### config.mk
export PLATFORM = sky130hd
export DESIGN_NAME = pcc_back
export DESIGN_NICKNAME = d
export VERILOG_FILES = /design/src/rtl/pcc_pkg.sv /design/src/rtl/pcc_back.sv
export SDC_FILE = /design/constraint.sdc
export NUM_CORES = 1
export LEC_CHECK = 0
export BUFFER_PORTS_ARGS = -buffer_cell sky130_fd_sc_hd__buf_2
export CORE_UTILIZATION = 60
export CTS_BUF_LIST = sky130_fd_sc_hd__clkbuf_8
export CTS_CLUSTER_SIZE = 30
export DETAILED_ROUTE_END_ITERATION = 6
export HOLD_SLACK_MARGIN = 0.02
export PLACE_DENSITY = 0.81
export SETUP_SLACK_MARGIN = 0.15
export SLEW_MARGIN = 10
export SYNTH_ARGS = -nofsm -noshare
export SYNTH_HDL_FRONTEND = slang
export SYNTH_SLANG_ARGS = --single-unit
### constraint.sdc
create_clock -name clk -period 8.2 [get_ports clk]
set_clock_uncertainty 0.15 [all_clocks]
set_input_delay 0 -clock clk [delete_from_list [all_inputs] [get_ports clk]]
set_output_delay 0 -clock clk [all_outputs]
set_load 0.05 [all_outputs]
### src/rtl/pcc_pkg.sv
// ----------------------------------------------------------------------------
// pcc_pkg
// Shared types, constants and helper functions for the population convergence check.
// ----------------------------------------------------------------------------
`default_nettype none
package pcc_pkg;

  localparam int unsigned COORD_MAX = 8;
  localparam logic [32:0] ONE_Q16 = 33'h0_0001_0000;

  // configuration register indexes
  localparam logic [1:0] REG_COST_TOL = 2'd0;
  localparam logic [1:0] REG_GEOM_TOL = 2'd1;
  localparam logic [1:0] REG_COORDS   = 2'd2;

  // deciding test codes
  localparam logic [1:0] TEST_BEST_SMALL = 2'd0;
  localparam logic [1:0] TEST_SPREAD     = 2'd1;
  localparam logic [1:0] TEST_GEOM       = 2'd2;
  localparam logic [1:0] TEST_ALL_PASS   = 2'd3;

  // classified word between front and back
  typedef struct packed {
    logic                   load;
    logic                   last;
    logic [COORD_MAX-1:0]   viol;
    logic [31:0]            cost;
    logic [15:0]            limit;
    logic [31:0]            cost_tol;
  } word_t;

  function automatic logic [32:0] abs33(input logic signed [31:0] v);
    logic signed [32:0] e;
    e = {v[31], v};
    return e[32] ? 33'(-e) : 33'(e);
  endfunction

  // difference of two signed words needs 34 bits; its magnitude fits in 33
  function automatic logic [32:0] absdiff33(input logic signed [31:0] a,
                                            input logic signed [31:0] b);
    logic signed [33:0] d;
    d = {{2{a[31]}}, a} - {{2{b[31]}}, b};
    return d[33] ? 33'(-d) : 33'(d);
  endfunction

endpackage
`default_nettype wire

### src/rtl/pcc_back.sv
// ----------------------------------------------------------------------------
// pcc_back
// Tracks worst cost and violations per pass; issues the verdict word.
// ----------------------------------------------------------------------------
`default_nettype none
module pcc_back #(
  parameter int INDEX_BITS = 16
) (
  input  wire logic           clk,
  input  wire logic           rst,
  input  wire logic           q_valid,
  input  pcc_pkg::word_t      q_word,
  output logic                q_stall,
  input  wire logic [31:0]    cost_tol,
  output logic                out_valid,
  input  wire logic           out_stall,
  output logic                converged,
  output logic [1:0]          deciding_test
);
  import pcc_pkg::*;

  logic [INDEX_BITS-1:0] limit_index, member_index;
  logic [31:0] peak_cost, cost_at_limit, lead_cost;
  logic        limit_reached, gfail_pre, gfail_all;
  logic        take, emit, fail, at_lim, lim_nz;
  logic [31:0] w_cost, worst_n, cal_n, worst_sel;
  logic        lr_n, gp_n, ga_n, gsel;
  logic [31:0] spread;

  assign q_stall = out_valid && out_stall;
  assign take    = q_valid && !q_stall;
  assign emit    = take && !q_word.load && q_word.last;
  assign fail    = |q_word.viol;
  assign lim_nz  = |limit_index;
  assign at_lim  = lim_nz && (member_index == limit_index);
  assign w_cost  = q_word.cost;

  // next stream state for a member word
  always_comb begin
    worst_n   = (w_cost > peak_cost) ? w_cost : peak_cost;
    cal_n     = at_lim ? w_cost : cost_at_limit;
    lr_n      = limit_reached || at_lim;
    gp_n      = gfail_pre || (lim_nz && member_index <= limit_index && fail);
    ga_n      = gfail_all || fail;
    worst_sel = lr_n ? cal_n : worst_n;
    gsel      = lr_n ? gp_n : ga_n;
    // costs are unsigned
    spread    = (lead_cost >= worst_sel) ? lead_cost - worst_sel : worst_sel - lead_cost;
  end

  always_ff @(posedge clk) begin
    if (rst) begin
      out_valid     <= 1'b0;
      limit_index   <= '0;
      member_index  <= '0;
      peak_cost     <= '0;
      cost_at_limit <= '0;
      limit_reached <= 1'b0;
      gfail_pre     <= 1'b0;
      gfail_all     <= 1'b0;
      lead_cost     <= '0;
    end else begin
      if (emit) begin
        out_valid <= 1'b1;
      end else if (!out_stall) begin
        out_valid <= 1'b0;
      end
      if (take && q_word.load) begin
        limit_index   <= INDEX_BITS'(q_word.limit);
        lead_cost     <= q_word.cost;
        member_index  <= '0;
        peak_cost     <= '0;
        cost_at_limit <= '0;
        limit_reached <= 1'b0;
        gfail_pre     <= 1'b0;
        gfail_all     <= 1'b0;
      end else if (take) begin
        if (q_word.last) begin
          member_index  <= '0;
          peak_cost     <= '0;
          cost_at_limit <= '0;
          limit_reached <= 1'b0;
          gfail_pre     <= 1'b0;
          gfail_all     <= 1'b0;
          if (lead_cost < cost_tol) begin
            converged <= 1'b1; deciding_test <= TEST_BEST_SMALL;
          end else if (spread > q_word.cost_tol) begin
            converged <= 1'b0; deciding_test <= TEST_SPREAD;
          end else if (gsel) begin
            converged <= 1'b0; deciding_test <= TEST_GEOM;
          end else begin
            converged <= 1'b1; deciding_test <= TEST_ALL_PASS;
          end
        end else begin
          peak_cost     <= worst_n;
          cost_at_limit <= cal_n;
          limit_reached <= lr_n;
          gfail_pre     <= gp_n;
          gfail_all     <= ga_n;
          if (member_index != {INDEX_BITS{1'b1}}) member_index <= member_index + 1'b1;
        end
      end
    end
  end

  a_one: assert property (@(posedge clk) disable iff (rst)
    (take && q_word.last && !q_word.load) |=> out_valid)
    else $error("verdict missing");
  a_clr: assert property (@(posedge clk) disable iff (rst)
    (take && q_word.load) |=> (member_index == '0 && !limit_reached))
    else $error("pass state not cleared on load");
  a_lim: assert property (@(posedge clk) disable iff (rst)
    limit_reached |-> lim_nz) else $error("limit reached with zero limit");
endmodule
`default_nettype wire

==> results of run 1 <==
[worst paths after layout]
path	startpoint	to	slack, ps	cells after the start
max	peak_cost[26]$_SDFFE_PN0P_	deciding_test[0]$_SDFFCE_PP0P_	530	28
min	cost_tol[23]	deciding_test[1]$_SDFFCE_PP0P_	90	5
max reg2reg	peak_cost[26]$_SDFFE_PN0P_	deciding_test[0]$_SDFFCE_PP0P_	530	28
min reg2reg	limit_index[10]$_SDFFE_PP0P_	limit_index[10]$_SDFFE_PP0P_	320	2
[worst register-to-register path, delay by kind of cell (launching register included)]
family                     cells  cell delay [ps]
and+or+nand+nor               12             2690
AOI/OAI and AO/OA              9             2440
adders and majority gates      4             1280
DFF                            1              340
buffers and inverters          2              330
xor gates and xnor gates       1              170
[registers in the layout, indices dropped and copies added, names as in the netlist]
| register | flops |
|---|---|
| cost_at_limit | 32 |
| converged | 1 |
| limit_reached | 1 |
| out_valid | 1 |
| gfail_pre | 1 |
| gfail_all | 1 |
| member_index | 16 |
| lead_cost | 32 |
| deciding_test | 2 |
| limit_index | 16 |
| peak_cost | 32 |
[where the power goes]
part / switching (mW) / leakage (nW) / internal [mW]
Combinational: 0.666 / 4.77 / 0.456
Sequential: 0.0204 / 1.10 / 0.678
Clock: 0.262 / 0.219 / 0.358
[cell type report]
type / count / area, um2
Multi-Input combinational cell: 1169 / 8310
Inverter: 162 / 608
Clock buffer: 17 / 234
Clock inverter: 14 / 209
Timing Repair Buffer: 197 / 1300
Sequential cell: 135 / 2730
Tap cell: 265 / 332
Fill cell: 1604 / 5800
[kinds of logic (layout without fill, tap and decap cells)]
kind of cell               after synthesis  count (layout)  synth area share
muxes                                   13              13            0.0108
xor gates and xnor gates                40              40            0.0292
and+or+nand+nor                        429             431             0.170
buffers and inverters                  257             390            0.0855
AOI/OAI and AO/OA                      508             508             0.291
adders and majority gates              177             177             0.186
DFF                                    135             135             0.228
[through the flow]
step                worst slack, ps  std cells
global route                    202       1959
floorplan                      1620       1559
CTS                             240       1957
global placement                418       1871
finish                          530       1959
detailed placement              248       1871
[metal layers]
| metal | GRT usage | vias to the layer above | wire length [um] |
|---|---|---|---|
| met5 | 0 | - | 0 |
| met4 | 0.101 | 0 | 735 |
| met3 | 0.0590 | 65 | 3310 |
| met2 | 0.562 | 660 | 16100 |
| met1 | 0.465 | 5572 | 15400 |
| li1 | - | 5857 | - |
[cell usage in the layout (no fill, tap or decap), types with 13 or more instances in the layout]
cell type and count:
a21o_1 54, a21oi_1 146, a222oi_1 32, a22o_1 32
a22oi_1 34, buf_2 130, clkbuf_8 17, dfxtp_1 131
dlygate4sd3_1 55, ha_1 175, inv_1 163, mux2i_1 13
nand2_1 158, nand3_1 17, nand4_1 42, nor2_1 99
nor2b_1 42, nor3_1 18, o21a_1 13, o21ai_0 58
o31a_1 35, o31ai_1 34, xnor2_1 20, xor2_1 20
[timing repair]
item                       4_1_cts  5_1_grt
hold buffers                    55        0
hold endpoints to repair       121        0
setup endpoints to repair        0        3
resized for setup                0        3
==> flow_metrics.tcl, run 1 <==
set metrics [dict create \
    post_cts.repair.setup_buffers 0 \
    cts_tree "yes" \
    fin_nets 1985 \
    grt_pass1_vias 11100 \
    ys_ff_latch 135 \
    fin_total_pwr_mw 2.44 \
    grt_max_degree 60 \
    gp_congestion 1.02 \
    tns_ps 0 \
    netlist_top_cells_count "ha_1 (175), inv_1 (162), nand2_1 (158), a21oi_1 (146), dfxtp_1 (132)" \
    io_buffers 130 \
    synth_most_common_cell "ha_1" \
    period_share 0.935 \
    critical_path_class "register to register" \
    yosysWarnings 0 \
    boundaryPins 131 \
    synthArstFlopShare 0 \
    htreeDepth 4 \
    clock_path_buffers 2 \
    design_area_um2 13700 \
    relSlewSlack 0.327 \
    ys_top_cells_by_area "dfxtp_1 (22%), ha_1 (18%), a21oi_1 (6.1%)" \
    ant_nets 0 \
    cts.clk_slew.worst_paths_ps 70 \
    rsz0062_at_grt "no" \
    netlist_area_um2 12000 \
    avgViaCountPerCell 6.20 \
    synth_edf_count 3 \
    ys.flop_type "dfxtp_1" \
    wl_um 35500 \
    dr.pass1.iters 6 \
    ir_worst_vdd_mv 0.144 \
    fp.dieH_um 143 \
    cap_violations 0 \
    drc_errors 0 \
    critPathMostFrequentCell "ha_1" \
    antenna_found_initial 0 \
    syn_inst 1559 \
    worst-path-max-fanout 34 \
    yosysTopAreaCellShare 0.220 \
    holdWs_ps 90.7 \
    cts_root_buf "clkbuf_8" \
    finalMaxSlewViolations 0 \
    grt_pass1_wl_um 56000 \
    die_width_um 143 \
    drtIter0Drc 1578 \
    die_area_um2 20600 \
    core-area_um2 19500 \
    clk_latency_ps 440 \
    rows 51 \
    wire_per_inst_um 18.1 \
    grt_overflow 0 \
    synth_cell_types 67 \
    vias 12200 \
    syn_avg_cell_area_um2 7.70 \
    cp_data_arrival_time_ps 7680 \
    slowest_stage "a222oi_1" \
    worstMarginPinSlew_ps 1010 \
    start_util 0.615 \
    cts.sinks 135 \
    period_needed_ps 7670 \
    drive_above_1_share 0.117 \
    cp.required_ps 8210 \
    fmaxAchievable_ghz 0.130 \
    crit_path_end_kind "register" \
    p_per_area_nw_per_um2 178 \
    syn_nets 1862 \
    diodes 0 \
    status "complete, no violations" \
    critPathLaunchType "register" \
    crit_family "simple AND/OR/NAND/NOR gates" \
    grt_usage 0.345 \
    placed_area_um2 12700 \
    setup_violations 0 \
    synth_top_cell_by_area "dfxtp_1" \
    cts_buffers 17 \
    crit_buf_inv 2 \
    syn_to_final_growth_pct 14.4 \
    finalCoreUtilization 0.703 \
    leakage_nw 6.10 \
    hold_violations 0 \
    hpwl_um 26200 \
    max_stage_delay_ps 560 \
    seq_area_frac_synth 0.228 \
    hold_class "input port to register" \
]
(Power assumes the default switching activity.)
==> inputs of run 2 (changes only) <==
--- a/config.mk
+++ b/config.mk
@@ -5,7 +5,9 @@
 export SDC_FILE = /design/constraint.sdc
 export NUM_CORES = 1
 export LEC_CHECK = 0
+export ABC_AREA = 1
 export BUFFER_PORTS_ARGS = -buffer_cell sky130_fd_sc_hd__buf_2
+export CORE_ASPECT_RATIO = 1.5
 export CORE_UTILIZATION = 60
 export CTS_BUF_LIST = sky130_fd_sc_hd__clkbuf_8
 export CTS_CLUSTER_SIZE = 30
==> constraint.sdc (replaced) <==
create_clock -name clk -period 9.4 [get_ports clk]
set_clock_uncertainty 0.15 [all_clocks]
set_input_delay 0 -clock clk [delete_from_list [all_inputs] [get_ports clk]]
set_output_delay 0 -clock clk [all_outputs]
set_load 0.05 [all_outputs]
==> run 2 against run 1 <==
  * First-iteration DRC count shrank 21%
  * Routed wire length grew 19%
  * Setup slack improved by 1300 ps
  * Via count is 21% higher
  * Synthesized cell count rose by 42%
  * Final cell count is 35% higher
  * Fmax rose by 1.4%
  * Core utilization down 1.2 points
==> flow_metrics.tcl, run 2 <==
set metrics [dict create \
    status "complete, no violations" \
    cap_violations 0 \
    fin_nets 2658 \
    start_util 0.615 \
    ys_ff_latch 135 \
    gp_congestion 1.04 \
    synthSimpleGateAreaFrac 0.295 \
    period_share 0.805 \
    top_regs "cost_at_limit x32, lead_cost x32, peak_cost x32" \
    synth_xor_area_frac 0.0229 \
    critPathLaunchType "register" \
    drc_errors 0 \
    wl_um 42400 \
    synthArstFlopShare 0 \
    synth_compound_area_frac 0.182 \
    leakage_nw 7.70 \
    grt_max_degree 95 \
    critical_path_class "register to register" \
    finalMaxSlewViolations 0 \
    fin_cells 2639 \
    grt_pass1_wl_um 65900 \
    grt_usage 0.375 \
    worst-path-max-fanout 59 \
    cts_buffers 17 \
    die_area_um2 22900 \
    clk_latency_ps 450 \
    cp.required_ps 9470 \
    synth_cell_types 49 \
    multiInputGateArea_um2 8940 \
    cp_data_arrival_time_ps 7640 \
    netlist_area_um2 13400 \
    p_per_area_nw_per_um2 157 \
    syn_avg_cell_area_um2 6.07 \
    synth.area.mux_share 0 \
    fp.dieH_um 185 \
    clock_path_buffers 2 \
    max_stage_delay_ps 840 \
    rows 66 \
    synthAdderAreaFrac 0.166 \
    ctsResizeCount 0 \
    htreeDepth 4 \
    drive_above_1_share 0.0875 \
    synth_most_common_cell "nand2_1" \
    io_buffers 130 \
    cts.clk_slew.worst_paths_ps 80 \
    syn_inst 2209 \
    hpwl_um 32300 \
    syn_nets 2512 \
    ys_top_cells_by_area "dfxtp_1 (20%), nand2_1 (18%), ha_1 (16%)" \
    setup_violations 0 \
    antenna_found_initial 0 \
    period_needed_ps 7570 \
    netlist_top_cells_count "nand2_1 (659), inv_1 (351), a21oi_1 (242), ha_1 (175), dfxtp_1 (132)" \
    critPathMostFrequentCell "nand2_1" \
    hold_violations 0 \
    avgViaCountPerCell 5.56 \
    holdWs_ps 97.2 \
    yosysWarnings 0 \
    synth_top_family_by_area "simple AND/OR/NAND/NOR gates" \
    final.fill_count 2006 \
    ant_nets 0 \
    vias 14700 \
    synth_edf_count 3 \
    seq_area_frac_synth 0.204 \
    tns_ps 0 \
    post_cts.repair.setup_buffers 0 \
    core-area_um2 21800 \
    cts.sinks 135 \
    rsz0062_at_grt "no" \
    worstMarginPinSlew_ps 1040 \
    dr.pass1.iters 6 \
    syn_to_final_growth_pct 12.4 \
    die_width_um 124 \
    dp_cells 2550 \
    ir_worst_vdd_mv 0.119 \
    cts_tree "yes" \
    ys.flop_type "dfxtp_1" \
    final_cell_mix "nand2_1 (656), inv_1 (354), a21oi_1 (242), ha_1 (175), dfxtp_1 (132)" \
    fmaxAchievable_ghz 0.132 \
    crit_path_end_kind "register" \
    synth_top_cell_by_area "dfxtp_1" \
    cts_root_buf "clkbuf_8" \
    wire_per_inst_um 16.1 \
    final_common_cell "nand2_1" \
    yosysTopAreaCellShare 0.197 \
    boundaryPins 131 \
    grt_pass1_vias 13700 \
    grt_overflow 0 \
    diodes 0 \
    regArea_um2 2730 \
    hold_class "input port to register" \
    relSlewSlack 0.296 \
    ctsHoldBuffers 58 \
    slowest_stage "o21ai_0" \
    drtIter0Drc 1248 \
]
## run 2: cell count changes in the layout (fill, tap and decap cells not counted), moves of 35 or more
cell	previous run	this run
o21ai_0	58	116
o21ai_1	7	43
a21oi_1	146	242
nand3_1	17	124
nor2b_1	42	0
o31a_1	35	0
a21o_1	54	10
inv_1	163	354
nand2_1	158	656
## run 2: path summary, 6_finish.rpt
kind | end | cells after the start | slack, ps | from
worst max-delay path | deciding_test[0]$_SDFFCE_PP0P_ | 34 | 1830 | limit_index[8]$_SDFFE_PP0P_
worst min register to register | cost_at_limit[6]$_SDFFE_PN0P_ | 2 | 310 | cost_at_limit[6]$_SDFFE_PN0P_
worst max register to register | deciding_test[0]$_SDFFCE_PP0P_ | 34 | 1830 | limit_index[8]$_SDFFE_PP0P_
worst min-delay path | gfail_pre$_SDFFE_PN0P_ | 7 | 100 | q_word[86]
## run 2: critical path, delay by kind of cell, from the launching register on
| family | cells | cell delay [ps] |
|---|---|---|
| AOI/OAI and AO/OA | 4 | 1510 |
| adders and majority gates | 3 | 1020 |
| buffers and inverters | 7 | 1290 |
| DFF | 1 | 400 |
| and+or+nand+nor | 20 | 2950 |
## run 2: area by class of cell
class / count / share of cell area
Multi-Input combinational cell: 1636 / 0.594
Inverter: 366 / 0.0912
Sequential cell: 135 / 0.181
Clock buffer: 20 / 0.0183
Clock inverter: 11 / 0.00565
Timing Repair Buffer: 199 / 0.0872
Tap cell: 272 / 0.0226
## run 2: cells by family after synthesis
family	after synthesis
adders and majority gates	177
DFF	135
xor gates and xnor gates	35
AOI/OAI and AO/OA	455
buffers and inverters	438
and+or+nand+nor	969
## run 2: metrics by stage
step | total power [mW] | setup WS [ps] | area [um2] | util
after floorplan | 1.55 | 4520 | 13400 | -
after global placement | 1.85 | 2070 | 14100 | 0.648
after detailed placement | 1.88 | 1930 | 14100 | 0.648
after CTS | 2.34 | 1930 | 15100 | 0.691
after global routing | 2.57 | 1260 | 15100 | 0.691
final | 2.37 | 1830 | 15100 | 0.691
## run 2: layer usage
| layer | track usage | share of wire | vias up | wire length (um) |
|---|---|---|---|---|
| met5 | 0 | 0 | - | 0 |
| met4 | 0.253 | 0.069 | 0 | 2920 |
| met3 | 0.0616 | 0.066 | 168 | 2790 |
| met2 | 0.650 | 0.48 | 628 | 20300 |
| met1 | 0.412 | 0.39 | 6467 | 16400 |
| li1 | - | - | 7398 | - |
## run 2: power by group
group	internal (mW)	switching (mW)
registers	0.597	0.0159
clock network	0.224	0.224
logic	0.442	0.866
==> inputs of run 3 (changes only) <==
==> constraint.sdc (replaced) <==
create_clock -name clk -period 7.3 [get_ports clk]
set_clock_uncertainty 0.15 [all_clocks]
set_input_delay 0 -clock clk [delete_from_list [all_inputs] [get_ports clk]]
set_output_delay 0 -clock clk [all_outputs]
set_load 0.05 [all_outputs]
==> run 3 against run 2 <==
  * Fmax increased by 14%
  * Non-clock buffer count increased by 7
  * Final cell count increased by 0.19%
  * Combinational power increased by 31%
  * Clock power increased by 32%
  * Routed wire length increased by 1.3%
  * Via count increased by 0.67%
  * Global-route usage increased by 0.96 points
  * Critical path depth decreased by 1
==> flow_metrics.tcl, run 3 (synthesis results as in run 2) <==
set metrics [dict create \
    ir_worst_vdd_mv 0.179 \
    ant_nets 0 \
    clk_latency_ps 450 \
    finalCoreUtilization 0.695 \
    hp-start "q_valid" \
    drc_errors 0 \
    rsz0062_at_grt "no" \
    p_per_area_nw_per_um2 204 \
    p_int_mw 1.66 \
    max_stage_delay_ps 480 \
    regArea_um2 2730 \
    cts_root_buf "clkbuf_8" \
    cts_tree "yes" \
    final_cell_mix "nand2_1 (656), inv_1 (354), a21oi_1 (242), ha_1 (175), dfxtp_1 (132)" \
    syn_to_final_growth_pct 13.0 \
    diodes 0 \
    setup_violations 0 \
    combPwrFrac 0.555 \
    netSwitchingFraction 0.464 \
    die_width_um 124 \
    period_needed_ps 6640 \
    dp_cells 2557 \
    grt_pass1_wl_um 67800 \
    grt_pass1_vias 14200 \
    hold_class "input port to register" \
    period_share 0.910 \
    gp_congestion 0.965 \
    io_buffers 130 \
    htreeDepth 4 \
    relSlewSlack 0.384 \
    r2r-start "limit_index[15]$_SDFFE_PP0P_" \
    cts_buffers 17 \
    fin_total_pwr_mw 3.10 \
    placed_area_um2 14200 \
    r2r_cells 33 \
    final_common_cell "nand2_1" \
    final.fill_count 1984 \
    hold_violations 0 \
    cap_violations 0 \
    drtIter0Drc 1301 \
    status "complete, no violations" \
    p_sw_mw 1.44 \
    critPathLaunchType "register" \
    clkPwrFrac 0.190 \
    drive_above_1_share 0.0898 \
    grt_usage 0.384 \
    fin_cells 2644 \
    die_area_um2 22900 \
    seqPwrFrac 0.255 \
    hold_path_depth 5 \
    holdWs_ps 144 \
    crit_path_end_kind "register" \
    wire_per_inst_um 16.3 \
    multiInputGateArea_um2 8960 \
    crit_buf_inv 6 \
    critPathMostFrequentCell "nand2_1" \
    top_regs "cost_at_limit x32, lead_cost x32, peak_cost x32" \
    worst-path-max-fanout 58 \
    boundaryPins 131 \
    slowest_stage "buf_4" \
    design_area_um2 15100 \
    crit_family "simple AND/OR/NAND/NOR gates" \
    fin_ws_ps 657 \
    r2r_end "converged$_SDFFCE_PP1P_" \
    clock_path_buffers 2 \
    wl_um 43000 \
    fin_nets 2665 \
    cts.clk_slew.worst_paths_ps 80 \
    cp_data_arrival_time_ps 6700 \
    core-area_um2 21800 \
    grt_max_degree 95 \
    fmaxAchievable_ghz 0.151 \
    worstMarginPinSlew_ps 914 \
    post_cts.repair.setup_buffers 0 \
    avgViaCountPerCell 5.58 \
    place_ws_ps 814 \
    cp.required_ps 7360 \
    min_to "peak_cost[13]$_SDFFE_PN0P_" \
    antenna_found_initial 0 \
    reg2reg_slack_ps 660 \
    rows 66 \
    dr.pass1.iters 6 \
    leakage_nw 7.75 \
    grt_overflow 0 \
    critical_path_class "register to register" \
    vias 14800 \
    finalMaxSlewViolations 0 \
    fp.dieH_um 185 \
    hpwl_um 32600 \
    start_util 0.615 \
    tns_ps 0 \
    cts.sinks 135 \
]
-- run 3: cell type report --
cell class | instances | share of cell area
well taps | 272 | 0.0225
flip-flops and latches | 135 | 0.180
inverters | 366 | 0.0907
multi-input cells | 1636 | 0.592
clock inverters | 7 | 0.00372
clock buffers | 22 | 0.0200
repair buffers | 206 | 0.0911
-- run 3: how the worst max path moves through the flow --
stage | startpoint | end | slack, ps | cells past startpoint
after floorplan | peak_cost[19]$_SDFFE_PN0P_ | deciding_test[0]$_SDFFCE_PP0P_ | 2420 | 40
after global placement | peak_cost[5]$_SDFFE_PN0P_ | converged$_SDFFCE_PP1P_ | 840 | 40
after detailed placement | peak_cost[5]$_SDFFE_PN0P_ | converged$_SDFFCE_PP1P_ | 810 | 40
after CTS | peak_cost[5]$_SDFFE_PN0P_ | converged$_SDFFCE_PP1P_ | 820 | 40
after global routing | peak_cost[5]$_SDFFE_PN0P_ | converged$_SDFFCE_PP1P_ | 180 | 42
final | limit_index[15]$_SDFFE_PP0P_ | converged$_SDFFCE_PP1P_ | 660 | 33
-- run 3: power by group through the flow --
stage / clock network (mW) / logic [mW] / registers (mW)
3_5_place_dp: 0 / 1.64 / 0.805
3_3_place_gp: 0 / 1.60 / 0.804
4_1_cts: 0.590 / 1.67 / 0.789
6_report: 0.590 / 1.72 / 0.789
2_1_floorplan: 0 / 1.20 / 0.803
5_1_grt: 0.621 / 1.94 / 0.792
-- run 3: what timing repair did --
item,4_1_cts,5_1_grt
endpoints found under the hold margin,120,0
gates resized for setup,0,2
endpoints found under the setup margin,0,3
hold buffers,58,0
-- run 3: worst min-delay path: cells and delay by family --
family,cells,cell delay (ps)
buffers and inverters,2,440
AND/OR/NAND/NOR,2,180
AO/OA/AOI/OAI,1,60
-- run 3: routing by layer --
metal	vias up	wire (um)	global-route usage
li1	7403	-	-
met1	6678	16300	0.410
met2	515	21300	0.691
met3	163	2290	0.0486
met4	0	3140	0.262
met5	-	0	0
